$ cat src/hw/rtl/qrm_pkg.sv
// ----------------------------------------------------------------------------
// qrm_pkg
// Shared types and constants for the quaternion to rotation matrix unit.
// ----------------------------------------------------------------------------
package qrm_pkg;

  localparam int NumEntries = 9;
  localparam int NumW       = 49;   // rounded dividend 2|n| + l
  localparam int DenW       = 35;   // divisor 2l
  localparam int SumW       = 35;   // signed sums of products
  localparam int QuoW       = 15;   // quotient magnitude, at most 16384
  localparam int CntW       = 4;

  localparam logic [CntW-1:0]  LastStep = CntW'(QuoW - 1);
  localparam logic signed [15:0] QOne   = 16'sd16384;

  typedef struct packed {
    logic [NumEntries-1:0][NumW-1:0] num;
    logic [NumEntries-1:0]           neg;
    logic [DenW-1:0]                 den;
    logic                            zero;
  } qrm_item_t;

  typedef enum logic [1:0] {
    ST_IDLE,
    ST_DIV,
    ST_DONE
  } qrm_state_t;

endpackage

$ cat src/hw/rtl/qrm_queue.sv
// ----------------------------------------------------------------------------
// qrm_queue
// Two-entry queue of prepared items between front and back.
// ----------------------------------------------------------------------------
module qrm_queue (
  input  logic               clk,
  input  logic               rst,
  input  logic               push,
  input  qrm_pkg::qrm_item_t push_item,
  output logic               full,
  input  logic               pop,
  output logic               empty,
  output qrm_pkg::qrm_item_t pop_item
);

  qrm_pkg::qrm_item_t slot [2];
  logic       wptr, rptr;
  logic [1:0] cnt;

  assign full     = (cnt == 2'd2);
  assign empty    = (cnt == 2'd0);
  assign pop_item = slot[rptr];

  always_ff @(posedge clk) begin
    if (rst) begin
      wptr <= 1'b0;
      rptr <= 1'b0;
      cnt  <= 2'd0;
    end else begin
      if (push) wptr <= !wptr;
      if (pop)  rptr <= !rptr;
      if (push && !pop)      cnt <= cnt + 2'd1;
      else if (pop && !push) cnt <= cnt - 2'd1;
    end
  end

  always_ff @(posedge clk) begin
    if (push) slot[wptr] <= push_item;
  end

endmodule

$ cat config.mk
export PLATFORM = sky130hd
export DESIGN_NAME = qrm_queue
export DESIGN_NICKNAME = d
export VERILOG_FILES = /design/src/hw/rtl/qrm_pkg.sv /design/src/hw/rtl/qrm_queue.sv
export SDC_FILE = /design/constraint.sdc
export NUM_CORES = 1
export LEC_CHECK = 0
export BUFFER_PORTS_ARGS = -buffer_cell sky130_fd_sc_hd__buf_4
export CAP_MARGIN = 0
export CORE_AREA = 2 2 384 386
export DETAILED_ROUTE_END_ITERATION = 16
export DIE_AREA = 0 0 386 388
export MAX_ROUTING_LAYER = met4
export SYNTH_ARGS = -nofsm -noshare
export SYNTH_HDL_FRONTEND = slang
export SYNTH_SLANG_ARGS = --single-unit
$ cat constraint.sdc
create_clock -name clk -period 44.9 [get_ports clk]
set_clock_uncertainty 0.05 [all_clocks]
set_input_delay 4.49 -clock clk [delete_from_list [all_inputs] [get_ports clk]]
set_output_delay 4.49 -clock clk [all_outputs]
set_load 0.02 [all_outputs]
-- Word level (Yosys, flattened, before mapping)
Memories as Yosys holds them, arrays and structs flattened. A register that Yosys moved wholly into a read port is not among the register bits.
Index checks and enable logic that the tools add are counted.
- latch bits: 0
- ROM bits: 0
- output and inout bits: 488
- bits in registers: 4
- input bits: 490
- memories: 1
- word-level logic and storage cells: 21
- RAM bits: 972
- memory list (memory ; depth ; width ; rd ports ; clocked after Yosys merged registers in ; wr ports ; RTL line ; text):
    slot ; 2 ; 486 ; 1 ; 1 ; 1 ; qrm_queue.sv:16 ; qrm_pkg::qrm_item_t slot [2];
- eq/ne operators: 1
- muxes and demuxes: 6
- div/mod/pow operators: 0
- bitwise gates (word level): 0
- $add $sub $neg: 2
- shifts and indexed selects: 0
- multiply operators: 0
- order comparisons: 0
- reductions and logical operators: 8
- operators by type and width (kind ; count):
    1-bit zero test ; 4
    1-bit 2-to-1 mux ; 4
    2-bit 2-to-1 mux ; 2
    2-bit by 1-bit adder with 2-bit output, second input constant ; 1
    2-bit equality test, second input constant ; 1
    1-bit logical AND ; 2
    2-bit zero test ; 1
    2-bit nonzero test ; 1
    2-bit by 1-bit subtractor with 2-bit output, second input constant ; 1

-- Depth between registers and ports, before layout
- depth in word-level cells: 4
- depth in mapped cells: 5

-- Least setup slack after synthesis
OpenSTA, ideal clock, no wires.
- path kind: input to register
- from: in push
- to: mem slot[0][0] (netlist name), enable pin
- path slack: 18.116 ns
- setup time: 1.405 ns
- data arrival time: 25.330 ns
- path buffers: 0
- cell stages on the path: 1
- required time: 43.445 ns
- path through: nor2b_1
- longest elaborated chain between the ends: 2
- RTL lines (what ; RTL line ; text):
    start: declaration ; qrm_queue.sv:8 ; input logic push,
    1-bit 2-to-1 mux ; qrm_queue.sv:38 ; if (push) slot[wptr] <= push_item;
    1-bit 2-to-1 mux (not written as such) ; qrm_queue.sv:38 ;
    end: declaration ; qrm_queue.sv:16 ;
Every way passes these cells.

==> flow_metrics.tcl <==
set metrics [dict create \
    rsz0062_at_grt "false" \
    routed_via_density 4.078 \
    cp-end-kind "output port" \
    irDropWorstVdd_mv 0.03747 \
    cts.reportedPaths.clkPinSlew_ns 0.06 \
    layout_setup_ws_ns 35.76 \
    fin_crit_sh_pct 20.35 \
    cts_tree "yes" \
    h-tree-depth 3 \
    die-width_um 386 \
    drive_gt1_share_pct 61.14 \
    route.detailed.drc 0 \
    dieArea_mm2 0.1498 \
    finalSetupViolations 0 \
    fin_cells 4606 \
    ys_seq_elements 977 \
    synth.cell_area_mm2 0.03545 \
    hpwlAfterDp_mm 76.40 \
    cts.path.max_buffers 3 \
    cp.required_ns 40.36 \
    min_period_ns 9.138 \
    post_cts_buffers 0 \
    dieHeight_um 388 \
    crit_fanout 154 \
    cp-start-kind "register" \
    final_common_cell "buf_4" \
    avgSynthCellArea_um2 23.11 \
    grtUsageTotal_pct 13.60 \
    detail_route.wl_per_cell_um 22.77 \
    num_vias 18780 \
    core_area_mm2 0.1452 \
    syn_inst 1534 \
    hold_violations 0 \
    grt_max_degree 155 \
    fillers 13930 \
    whs_path_depth 2 \
    portBuffers 977 \
    slew_viol_final 0 \
    post-place-ws_ns 35.63 \
    max_freq_mhz 109.4 \
    antenna_found_initial 30 \
    hold_buffers 0 \
    p_total_mw 2.266 \
    synth_cell_types 15 \
    gp_congestion 0.8738 \
    drt_iter0_markers 1061 \
    finalSetupTns_ns 0 \
    outcome "finished clean" \
    numCtsBuffers 105 \
    num_rows 140 \
    ys_warn_count 0 \
    timing.slew.headroom_pct 27.62 \
    ios 978 \
    grt_pass1_wl_mm 140.2 \
    grt_pass1_vias 19230 \
    root_buffer "clkbuf_16" \
    final_nets 3075 \
    clock_sinks 977 \
    clock_latency_ns 0.71 \
    hp-class "reg -> reg" \
    synthesis.nets 2025 \
    gr-total-overflow 0 \
    design_area_mm2 0.04836 \
    whs_ns 0.4623 \
    reg2reg_depth 5 \
    area_delta_synth_final_pct 36.41 \
    p_leak_nw 17.53 \
    start_util_pct 24.41 \
    dp.cells 4394 \
    worstSetupPathType "reg -> out" \
    ys_seq_area_share_pct 82.62 \
    tightest_slew_ns 1.086 \
    arrival_ns 4.60 \
    cellPowerDensity_mw_per_mm2 46.86 \
    mostFrequentLayoutCells "buf_4 (995), edfxtp_1 (972), mux2_2 (486)" \
    postRouteAntennaNets 0 \
    drtPass1Iterations 5 \
    placed_area_mm2 0.04479 \
    maxCapViolations 0 \
    fin_util_pct 33.30 \
    cts_resized 0 \
    wl_mm 104.9 \
]
final timing paths:
check / to / slack (ns) / start
worst max-delay path: pop_item[152] / 35.76 / register
worst min-delay path: cnt[1] / 0.46 / cnt[1]
worst max register to register: slot[1][369] / 39.89 / wptr
worst min register to register: cnt[1] / 0.46 / cnt[1]
layout make-up:
type                    count  area (um^2)  area share [%]
repair buffers            997         7510           15.53
clock inverters            66        788.3           1.630
clock buffers             128         2735           5.656
flip-flops and latches    977        29290           60.57
inverters                   1        3.754        0.007762
multi-input cells         502         5584           11.55
diodes                     18        45.04         0.09315
well taps                1917         2399           4.960
cell families after synthesis:
logic type                 Yosys count  share of synthesized area, %
xor gates and xnor gates             4                       0.09885
and+or+nand+nor                      9                        0.1236
buffers and inverters               55                         1.655
muxes                              486                         15.44
adders and majority gates            1                       0.03529
AOI/OAI and AO/OA                    2                       0.02821
DFF                                977                         82.62
registers in the layout (all words and copies together), names as in the netlist, named ones only:
| signal | count |
|---|---|
| slot | 972 |
| cnt | 2 |
| wptr | 1 |
| rptr | 1 |
report_power, final:
part,internal (mW),switching [mW]
Sequential,1.07,0.0143
Combinational,0.136,0.174
Clock,0.515,0.360
critical path, stage by stage (launching register included):
cell,delay [ns]
dfxtp_4,0.74
buf_12,0.65
buf_4,0.80
buf_4,0.73
mux2_2,0.42
buf_4,0.16
cells in the mapped netlist (all sizes together):
library cell	instances	share of area [%]
dfxtp	5	0.28
or3	1	0.018
a21oi	1	0.014
xnor2	2	0.049
buf	54	1.6
edfxtp	972	82
nor2	5	0.053
xor2	2	0.049
inv	1	0.011
ha	1	0.035
mux2	486	15
nor2b	2	0.035
and2	1	0.018
o21ai	1	0.014
layer usage:
layer | vias up | GRT usage (%) | share of wire, %
li1 | 8269 | - | -
met1 | 9553 | 15.08 | 39
met2 | 794 | 22.40 | 50
met3 | 168 | 4.532 | 8.1
met4 | 0 | 5.476 | 2.5
met5 | - | - | 0
(Power assumes the default switching activity.)
